File: config.mk
export PLATFORM = sky130hd
export DESIGN_NAME = phtc_front
export DESIGN_NICKNAME = d
export VERILOG_FILES = /design/src/phtc_pkg.sv /design/src/phtc_front.sv
export SDC_FILE = /design/constraint.sdc
export NUM_CORES = 1
export LEC_CHECK = 0
export BUFFER_PORTS_ARGS = -buffer_cell sky130_fd_sc_hd__buf_2
export CAP_MARGIN = 40
export CORE_MARGIN = 10
export CORE_UTILIZATION = 49
export DETAILED_ROUTE_END_ITERATION = 10
export PLACE_DENSITY_LB_ADDON = 0.08
export REMOVE_ABC_BUFFERS = 1
export SLEW_MARGIN = 10
export SYNTH_ARGS = -nofsm -noshare
export SYNTH_HDL_FRONTEND = slang
export SYNTH_SLANG_ARGS = --single-unit
File: constraint.sdc
create_clock -name aclk -period 4.4 [get_ports aclk]
set_input_delay 0 -clock aclk [delete_from_list [all_inputs] [get_ports aclk]]
set_output_delay 0 -clock aclk [all_outputs]
set_load 0.02 [all_outputs]
File: src/phtc_pkg.sv
// package for the per-host traffic counter: widths, codes, queue entry type
// no dependencies
`timescale 1ns / 1ps
`default_nettype none
package phtc_pkg;
    localparam int TABLE_ENTRIES_DEFAULT = 256;
    localparam int ADDR_W = 32;
    localparam int LEN_W = 16;
    localparam int CNT_W = 32;
    localparam logic [CNT_W:0] COUNT_LIMIT = 33'h1_0000_0000 >> 1;

    typedef enum logic [1:0] {
        CFG_FILTER_ENABLE = 2'd0,
        CFG_LOCAL_NETWORK = 2'd1,
        CFG_LOCAL_MASK    = 2'd2
    } cfg_index_t;

    typedef enum logic [1:0] {
        KIND_NEW_HOST   = 2'd0,
        KIND_TOTALS     = 2'd1,
        KIND_CLEARED    = 2'd2,
        KIND_TABLE_FULL = 2'd3
    } report_kind_t;

    // classified packet passed from front to back
    typedef struct packed {
        logic [ADDR_W-1:0] host;
        logic              outbound;
        logic [LEN_W-1:0]  len;
    } work_t;

    typedef enum logic [2:0] {
        ST_IDLE,
        ST_SCAN,
        ST_INSERT,
        ST_UPDATE,
        ST_EMIT1,
        ST_EMIT2,
        ST_WAIT
    } back_state_t;
endpackage
`default_nettype wire

File: src/phtc_front.sv
// front end: config registers and packet classification into a work queue
// depends on phtc_pkg
`timescale 1ns / 1ps
`default_nettype none
module phtc_front
    import phtc_pkg::*;
(
    input  wire logic                  aclk,
    input  wire logic                  aresetn,
    input  wire logic                  s_tvalid,
    output logic                       s_tready,
    input  wire logic [79:0]           s_tdata,
    input  wire logic                  cfg_valid,
    output logic                       cfg_ready,
    input  wire logic [1:0]            cfg_index,
    input  wire logic [31:0]           cfg_data,
    output logic                       q_valid,
    input  wire logic                  q_ready,
    output work_t                      q_data
);
    logic              enable_reg;
    logic [ADDR_W-1:0] network_reg, mask_reg;
    logic [ADDR_W-1:0] src, dst;
    logic              src_in, dst_in, keep;
    work_t             w;
    work_t             fifo_reg [2];
    logic              wr_ptr_reg, rd_ptr_reg;
    logic [1:0]        count_reg;
    logic              push, pop;

    assign cfg_ready = 1'b1;

    // configuration writes
    always_ff @(posedge aclk) begin
        if (!aresetn) begin
            enable_reg <= 1'b0;
            network_reg <= '0;
            mask_reg <= '0;
        end else if (cfg_valid) begin
            if (cfg_index == CFG_FILTER_ENABLE) enable_reg <= cfg_data[0];
            if (cfg_index == CFG_LOCAL_NETWORK) network_reg <= cfg_data;
            if (cfg_index == CFG_LOCAL_MASK) mask_reg <= cfg_data;
        end
    end

    // classify
    assign src = s_tdata[31:0];
    assign dst = s_tdata[63:32];
    assign src_in = (src & mask_reg) == network_reg;
    assign dst_in = (dst & mask_reg) == network_reg;
    assign keep = enable_reg && (src_in != dst_in);
    always_comb begin
        w.host = src_in ? src : dst;
        w.outbound = src_in;
        w.len = s_tdata[79:64];
    end

    // two-entry queue
    assign s_tready = count_reg != 2'd2;
    assign push = s_tvalid && s_tready && keep;
    assign q_valid = count_reg != 2'd0;
    assign pop = q_valid && q_ready;
    assign q_data = fifo_reg[rd_ptr_reg];

    always_ff @(posedge aclk) begin
        if (push) fifo_reg[wr_ptr_reg] <= w;
    end

    always_ff @(posedge aclk) begin
        if (!aresetn) begin
            wr_ptr_reg <= 1'b0;
            rd_ptr_reg <= 1'b0;
            count_reg <= '0;
        end else begin
            if (push) wr_ptr_reg <= ~wr_ptr_reg;
            if (pop) rd_ptr_reg <= ~rd_ptr_reg;
            count_reg <= count_reg + 2'(push) - 2'(pop);
        end
    end
endmodule
`default_nettype wire

Yosys cells after proc, flatten, opt, wreduce, memory -nomap -nowiden
Memories as Yosys holds them, arrays and structs flattened. A register that Yosys moved wholly into a read port is not among the register bits.
Index checks and enable logic that the tools add are counted.
- bitwise logic cells: 4
- equality and inequality tests: 6
- reductions and logical operators: 9
- mux-type cells: 5
- add/subtract/negate cells: 2
- operator list (kind ; count):
    bitwise AND 32 bit ; 2
    == test 32 bit ; 2
    2-to-1 mux 32 bit ; 1
    AND reduction 2 bit ; 3
    logical AND 1 bit ; 4
    2-to-1 mux 1 bit ; 4
    adder 2 x 1 -> 2 bit ; 1
    == test 2 x 1 -> 1 bit, second input constant ; 1
    == test 2 bit, second input constant ; 1
    zero test 2 bit ; 1
    != test 2 bit, second input constant ; 1
    NOT 1 bit ; 2
    nonzero test 2 bit ; 1
    subtractor 2 x 1 -> 2 bit ; 1
    != test 1 bit ; 1
- memories: 1
- bits in writable memories: 98
- register bits: 69
- word-level logic and storage cells: 33
- input bits: 119
- output and inout port bits: 52
- memory list (name ; depth ; width ; rd ports ; clocked after Yosys merged registers in ; wr ports ; RTL line ; source):
    fifo_reg ; 2 ; 49 ; 1 ; 1 ; 1 ; phtc_front.sv:26 ; work_t fifo_reg [2];

Logic depth before layout (Yosys ltp)
Gate-level depths: netlist of the first run.
- depth in word-level cells: 7
- depth in mapped cells: 12
- gate-level depth less buffers: 12

Worst setup path before layout of the first run
OpenSTA, ideal clock, no wires.
- kind: reg-to-reg
- from: register network_reg[20]
- to: memory fifo_reg[0][0] (netlist name) (enable)
- slack: 0.202 ns
- data required time: 3.944 ns
- arrival: 3.742 ns
- stages on the path, launching flop included: 8
- setup time: 0.456 ns
- period minus slack after synthesis: 4.198 ns
- buffers on the path: 0
- cells stage by stage: dfxtp_1 and3b_1 a211oi_1 nand4_1 nor4_4 xor2_1 nand4_1 nor2_1
- longest elaborated chain between the ends: 6
- elaborated cells on any way between the ends: 7
- classes of those cells: eq/ne: 3; mux: 2; reduce/logical: 2
- RTL lines (item ; RTL line ; source):
    start: declaration ; phtc_front.sv:22 ; logic [ADDR_W-1:0] network_reg, mask_reg;
    start signal: assignment ; phtc_front.sv:41 ; if (cfg_index == CFG_LOCAL_NETWORK) network_reg <= cfg_data;
    == test 32 bit, on equally long branches ; phtc_front.sv:49, phtc_front.sv:50 ;
    != test 1 bit (*) ; phtc_front.sv:51 ; assign keep = enable_reg && (src_in != dst_in);
    logical AND 1 bit (*) ; phtc_front.sv:51 ;
    logical AND 1 bit (*) ; phtc_front.sv:60 ; assign push = s_tvalid && s_tready && keep;
    2-to-1 mux 1 bit (*) ; phtc_front.sv:66 ; if (push) fifo_reg[wr_ptr_reg] <= w;
    2-to-1 mux 1 bit (not written as such) (*) ; phtc_front.sv:66 ;
    end: declaration ; phtc_front.sv:26 ;
Every way passes the cells marked *; elsewhere a longest branch is shown, timed or not.

Worst setup path in the final report of the first run
- from: register network_reg[1]
- to: memory fifo_reg[1][27] (netlist name) (enable)
Same word-level chain as after synthesis.

==> out/summary.txt, run 1 <==
final wirelength - 22.1 mm
number of synthesized register bits - 168
Largest delay share family, worst path - simple AND/OR/NAND/NOR gates
Root Driver - clkbuf_16
Placed Area - 8800 sq um
max layer used - met4
Num Clock Sinks - 168
setup bufs post-CTS - 0
num ports - 171
setup violators final - 0
gr usage total - 20.6%
drt pass-1 iters - 4
max-slew violations - 0
max reg flops - 98
Relative slew margins - 46.5%
area of the multi-input gates - 3240 sq um
final core occ - 68.9%
TritonCTS buffer count - 17
post-route cell area - 10600 sq um
VDD IR max - 0.280 mV
Post-Place Cells - 1029
pwr dens - 382 nW/um^2
Seq/Total Area, Yosys - 56.4%
setup repair after global routing missed its margin - no
crit end category - flip-flop
slowest cell delay on critical path - 0.68 ns
ys async rst share - 0%
die area - 21100 sq um
Avg Synthesized Cell Area - 11.5 sq um
Worst Path Max Fanout - 28
Hold Fails Final Rpt - 0
CTS tree - yes
via count - 6290
Reg area - 4350 sq um
Final period util - 75.2%
fillers - 1153
Die Height - 145 um
nets - 1072
initial antenna violation count - 2
Peak Freq - 0.302 GHz
Yosys top cell by area - edfxtp_1
Worst-path clk slew - 0.06 ns
worst skew pair latency - 0.43 ns
critical path type - reg2reg
total gr overflow - 0
Setup Skew - 0.00770 ns
CP most frequent cell - nand4_1
slowest CP cell - nor2_4
Reg2Reg Depth - 8
Worst R2R Setup Slack - 1.09 ns
Worst R2R End - fifo_reg[1][27]
area delta synth->final - 37.2%
dominant cells by area after synthesis - edfxtp_1, dfxtp_1, mux2_2, a21boi_0, nand2_1
dpl hpwl - 14.6 mm
slew of the pin with the lowest slew margin - 0.803 ns
Syn Inst Count - 671
GPL Wtd Cong - 0.839
met2 WL - 11.0 mm
post-layout min period - 3.31 ns
PortBufs - 169
Req. time, crit path - 4.52 ns
initial DRC count - 351
yosys synthesis warning count - 0
Yosys cell types - 32
CP Data Arrival Time - 3.43 ns
drt wl/cell - 18.8 um
startpoint types - flip-flop
hold depth - 2
top-count cell post-synth - nand2_1
top cells by count, synth - nand2_1, edfxtp_1, mux2_2
Hold WS - 0.0233 ns
Yosys top cell area share - 38.2%
synthesized area - 7700 sq um
# DRC - 0
H-tree Lvls - 4
first-pass GRT wire length - 35.0 mm
row cnt - 45
vias in the first global route - 6620
remaining antenna violation count after routing - 0
total power - 4.03 mW
DR vias/cell - 5.34
leak pwr - 4.16 nW
critical path, cell by cell - and3b_1, a211oi_1, nand4_1, nor4_1, xor2_1, nand4_1, nor2_4, buf_12
startpoint of the worst hold path - aresetn
layout cells sized above 1 - 30.3%
Max Root-Sink Buffers - 2
Die Width - 145 um
largest net degree at the start of global routing - 51
Post-synth EDFFs - 98
WL met3 - 1.25 mm
Hold Crit Class - in2reg
Main synth FF type - edfxtp_1
CP Buf/Inv Count - 1
Initial Util - 50.3%
status - finished clean
core area - 15300 sq um
fin cells - 1177
met1 WL - 9.62 mm
reg2reg start - network_reg[1]
Worst Hold End - mask_reg[31]
max cap viols - 0
==> power by group <==
group / switching [mW] / total [mW] / leakage, nW / internal, mW
logic: 0.362 / 0.729 / 2.42 / 0.368
registers: 0.0440 / 1.75 / 1.45 / 1.71
clock network: 0.606 / 1.55 / 0.286 / 0.943
total: 1.01 / 4.03 / 4.16 / 3.02
==> how the worst max path moves through the flow <==
| stage | from | endpoint | slack [ns] | cells after the start |
|---|---|---|---|---|
| 3_5_place_dp | network_reg[1] | fifo_reg[1][26] | 1.06 | 8 |
| 6_report | network_reg[1] | fifo_reg[1][27] | 1.09 | 8 |
| 3_3_place_gp | network_reg[1] | fifo_reg[1][30] | 1.06 | 8 |
| 2_1_floorplan | network_reg[20] | fifo_reg[0][0] | -0.66 | 7 |
| 5_1_grt | mask_reg[6] | fifo_reg[1][27] | 0.87 | 8 |
| 4_1_cts | network_reg[1] | fifo_reg[1][26] | 1.05 | 8 |
==> routing by layer <==
layer	GRT usage, %	up-vias
li1	-	3053
met1	25.0	3043
met2	35.1	175
met3	5.25	19
met4	6.42	0
met5	0	-
==> cells by family (layout without fill, tap and decap cells) <==
| group | count (synthesis) | count (layout) | share of synthesized area (%) |
|---|---|---|---|
| buffers and inverters | 32 | 325 | 1.66 |
| other | 1 | 3 | 0.0487 |
| XOR/XNOR | 4 | 4 | 0.455 |
| multiplexers | 83 | 83 | 12.1 |
| AO/OA/AOI/OAI | 160 | 160 | 14.8 |
| AND/OR/NAND/NOR | 221 | 221 | 14.1 |
| flip-flops | 168 | 168 | 56.4 |
| adder cells (fa/ha/maj) | 2 | 2 | 0.325 |
==> cell type report <==
| cell class | count | share of cell area (%) |
|---|---|---|
| clock buffers | 18 | 4.06 |
| flip-flops and latches | 168 | 41.2 |
| repair buffers | 291 | 19.7 |
| diodes | 2 | 0.0474 |
| clock inverters | 14 | 1.71 |
| well taps | 211 | 2.50 |
| multi-input cells | 471 | 30.7 |
| inverters | 2 | 0.0711 |
==> placed cells by master (no fill, tap or decap), types with 3 or more instances in the layout <==
cell / n
o22a_1: 16
xnor2_1: 3
buf_2: 169
and3_1: 32
a21boi_0: 80
buf_4: 5
a21oi_1: 32
and2_1: 3
a211oi_1: 16
clkinv_1: 4
clkinvlp_4: 3
dfxtp_1: 69
bufinv_16: 4
clkbuf_16: 17
nand3_1: 16
edfxtp_1: 98
a21o_1: 16
mux2_2: 81
buf_12: 3
dlygate4sd3_1: 114
nand4_1: 9
and3b_1: 17
nand2_1: 131
nor2b_1: 3
==> metrics by stage <==
step / setup WS (ns) / TNS [ns]
floorplan: -0.663 / -64.94
global placement: 1.06 / 0
detailed placement: 1.06 / 0
CTS: 1.05 / 0
global route: 0.874 / 0
finish: 1.09 / 0
==> repair_timing <==
item                                    in CTS  in global routing
endpoints found under the setup margin       0                  0
hold endpoints to repair                   161                  0
hold buffers                               114                  0
resized for setup                            0                  0
No activity file was read; power rests on OpenSTA's default activity.
==> run 2: changes to the inputs <==
--- a/config.mk
+++ b/config.mk
@@ -8,7 +8,7 @@
 export BUFFER_PORTS_ARGS = -buffer_cell sky130_fd_sc_hd__buf_2
 export CAP_MARGIN = 40
 export CORE_MARGIN = 10
-export CORE_UTILIZATION = 49
+export CORE_UTILIZATION = 54
 export DETAILED_ROUTE_END_ITERATION = 10
 export PLACE_DENSITY_LB_ADDON = 0.08
 export REMOVE_ABC_BUFFERS = 1
==> constraint.sdc (replaced) <==
create_clock -name aclk -period 3.2 [get_ports aclk]
set_input_delay 0 -clock aclk [delete_from_list [all_inputs] [get_ports aclk]]
set_output_delay 0 -clock aclk [all_outputs]
set_load 0.02 [all_outputs]
==> out/summary.txt, run 2 (synthesis gave the netlist of run 1 again) <==
status - finished clean
dpl hpwl - 14.4 mm (-1.6%)
fin cells - 1149 (-2.4%)
Peak Freq - 0.328 GHz (+8.6%)
Post-Place Cells - 1002 (-2.6%)
layout cells sized above 1 - 30.8% (+0.49 points)
Die Height - 139 um (-4.1%)
Sw Share - 25.6% (+0.49 points)
post-layout min period - 3.05 ns (-0.262 ns)
remaining antenna violation count after routing - 0 (unchanged)
setup violators final - 0 (unchanged)
final wirelength - 22.0 mm (-0.64%)
total power - 5.48 mW (+36%)
Die Width - 139 um (-4.1%)
CTS tree - yes
DR vias/cell - 5.54 (+3.8%)
area delta synth->final - 36.9%
via count - 6371 (+1.3%)
most frequent cells in the layout - buf_2, nand2_1, dlygate4sd3_1, edfxtp_1, mux2_2
gr usage total - 22.4% (+1.8 points)
drt pass-1 iters - 5 (+1)
Internal - 4.08 mW (+35%)
worst skew pair latency - 0.43 ns (about the same)
Initial Util - 55.2% (+5.0 points)
Final period util - 95.2% (+20 points)
CP Buf/Inv Count - 2 (+1)
initial antenna violation count - 2 (unchanged)
TritonCTS buffer count - 17 (unchanged)
PortBufs - 169 (unchanged)
slew of the pin with the lowest slew margin - 0.784 ns (-0.0187 ns)
max reg flops - 98 (unchanged)
leak pwr - 4.16 nW (about the same)
max cap viols - 0 (unchanged)
drt wl/cell - 19.1 um (+1.8%)
initial DRC count - 324 (-7.7%)
logic gate share of total power - 18.5% (+0.4 points)
critical path, cell by cell - nand3_1, a211oi_1, nand4_1, nor4_4, buf_8, mux2_2, dlygate4sd3_1
Num Clock Sinks - 168 (unchanged)
NetSw - 1.40 mW (+39%)
critical path type - reg2reg
startpoint types - flip-flop
slowest CP cell - dlygate4sd3_1
commonest non-fill, non-tap cell in the layout - buf_2
Hold Crit Class - in2reg
crit end category - flip-flop
Clock Power Share - 37.6% (-0.8 points)
total gr overflow - 0 (unchanged)
Largest delay share family, worst path - buffers and inverters
first-pass GRT wire length - 35.1 mm (+0.32%)
Relative slew margins - 47.7% (+1.2 points)
pwr dens - 520 nW/um^2 (+36%)
Root Driver - clkbuf_16
Hold Fails Final Rpt - 0 (unchanged)
CP Data Arrival Time - 3.22 ns (-0.21 ns)
slowest cell delay on critical path - 0.60 ns (-0.08 ns)
setup bufs post-CTS - 0 (unchanged)
vias in the first global route - 6709 (+1.3%)
# DRC - 0 (unchanged)
largest net degree at the start of global routing - 41 (-20%)
VDD IR max - 0.362 mV (+29%)
row cnt - 43 (-4.4%)
Max Root-Sink Buffers - 2 (unchanged)
nets - 1076 (+0.37%)
GPL Wtd Cong - 0.835 (-0.55%)
Req. time, crit path - 3.37 ns (-1.15 ns)
Setup Skew - 0.00594 ns (-0.00176 ns)
Worst-path clk slew - 0.06 ns (about the same)
num ports - 171 (unchanged)
H-tree Lvls - 4 (unchanged)
setup repair after global routing missed its margin - no
Sequential Power Share - 43.9% (+0.4 points)
max-slew violations - 0 (unchanged)
Worst Path Max Fanout - 34 (+21%)
core area - 13900 sq um (-9.0%)
die area - 19400 sq um (-8.0%)
run 2: cell types whose count changed in the layout (fill, tap and decap cells not counted), sizes merged:
cell | before | now
buf | 177 | 181
clkinvlp | 3 | 5
bufinv | 4 | 3
clkbuf | 18 | 19
clkinv | 6 | 5
diode | 2 | 1
inv | 3 | 2
run 2: area by class of cell:
cell class	instances	area (sq um)
multi-input cells	471	3240
clock inverters	13	155
inverters	2	7.51
fillers	947	3400
clock buffers	19	433
well taps	180	225
flip-flops and latches	168	4350
diodes	1	2.50
repair buffers	295	2120
run 2: power by group through the flow:
stage | Sequential [mW] | Combinational, mW | Clock (mW)
final | 2.40 | 1.01 | 2.06
after global routing | 2.41 | 1.09 | 2.17
after CTS | 2.40 | 1.01 | 2.08
after detailed placement | 2.45 | 0.856 | 0
after global placement | 2.44 | 0.839 | 0
after floorplan | 2.46 | 0.502 | 0
run 2: path summary, 6_finish.rpt:
path	slack (ns)	depth (start not counted)	startpoint	endpoint
worst max-delay path	0.15	7	mask_reg[24]	fifo_reg[0][20]
worst min-delay path	0.07	4	q_ready	flip-flop
worst max register to register	0.15	7	mask_reg[24]	fifo_reg[0][20]
worst min register to register	0.50	2	mask_reg[28]	mask_reg[28]
run 2: worst min-delay path, cell delays in order:
cell and delay [ns]:
buf_2 0.07, and2_1 0.18, xnor2_1 0.11, nor2b_1 0.10
run 2: metrics by stage:
stage	setup TNS [ns]	hold slack [ns]	setup WS, ns	util [%]	area (sq um)
5_1_grt	0	0.0991	0.0320	75.6	10500
3_3_place_gp	0	0.188	0.429	63.0	8770
4_1_cts	0	0.0602	0.0153	75.5	10500
6_report	0	0.0700	0.155	75.6	10500
3_5_place_dp	0	0.192	0.227	63.1	8790
2_1_floorplan	-182.99	0.0989	-1.86	-	7580
run 2: routing by layer:
metal  up-vias  wire (um)  global-route usage [%]
met5         -         10                       0
met2       211      11100                    39.0
li1       3050          -                       -
met1      3070       9110                    26.3
met3        38       1350                    5.89
met4         2        386                    7.47
run 2: repair_timing:
action,CTS,global route
hold endpoints to repair,161,0
setup endpoints to repair,0,60
gates resized for setup,0,3
hold buffers,114,0
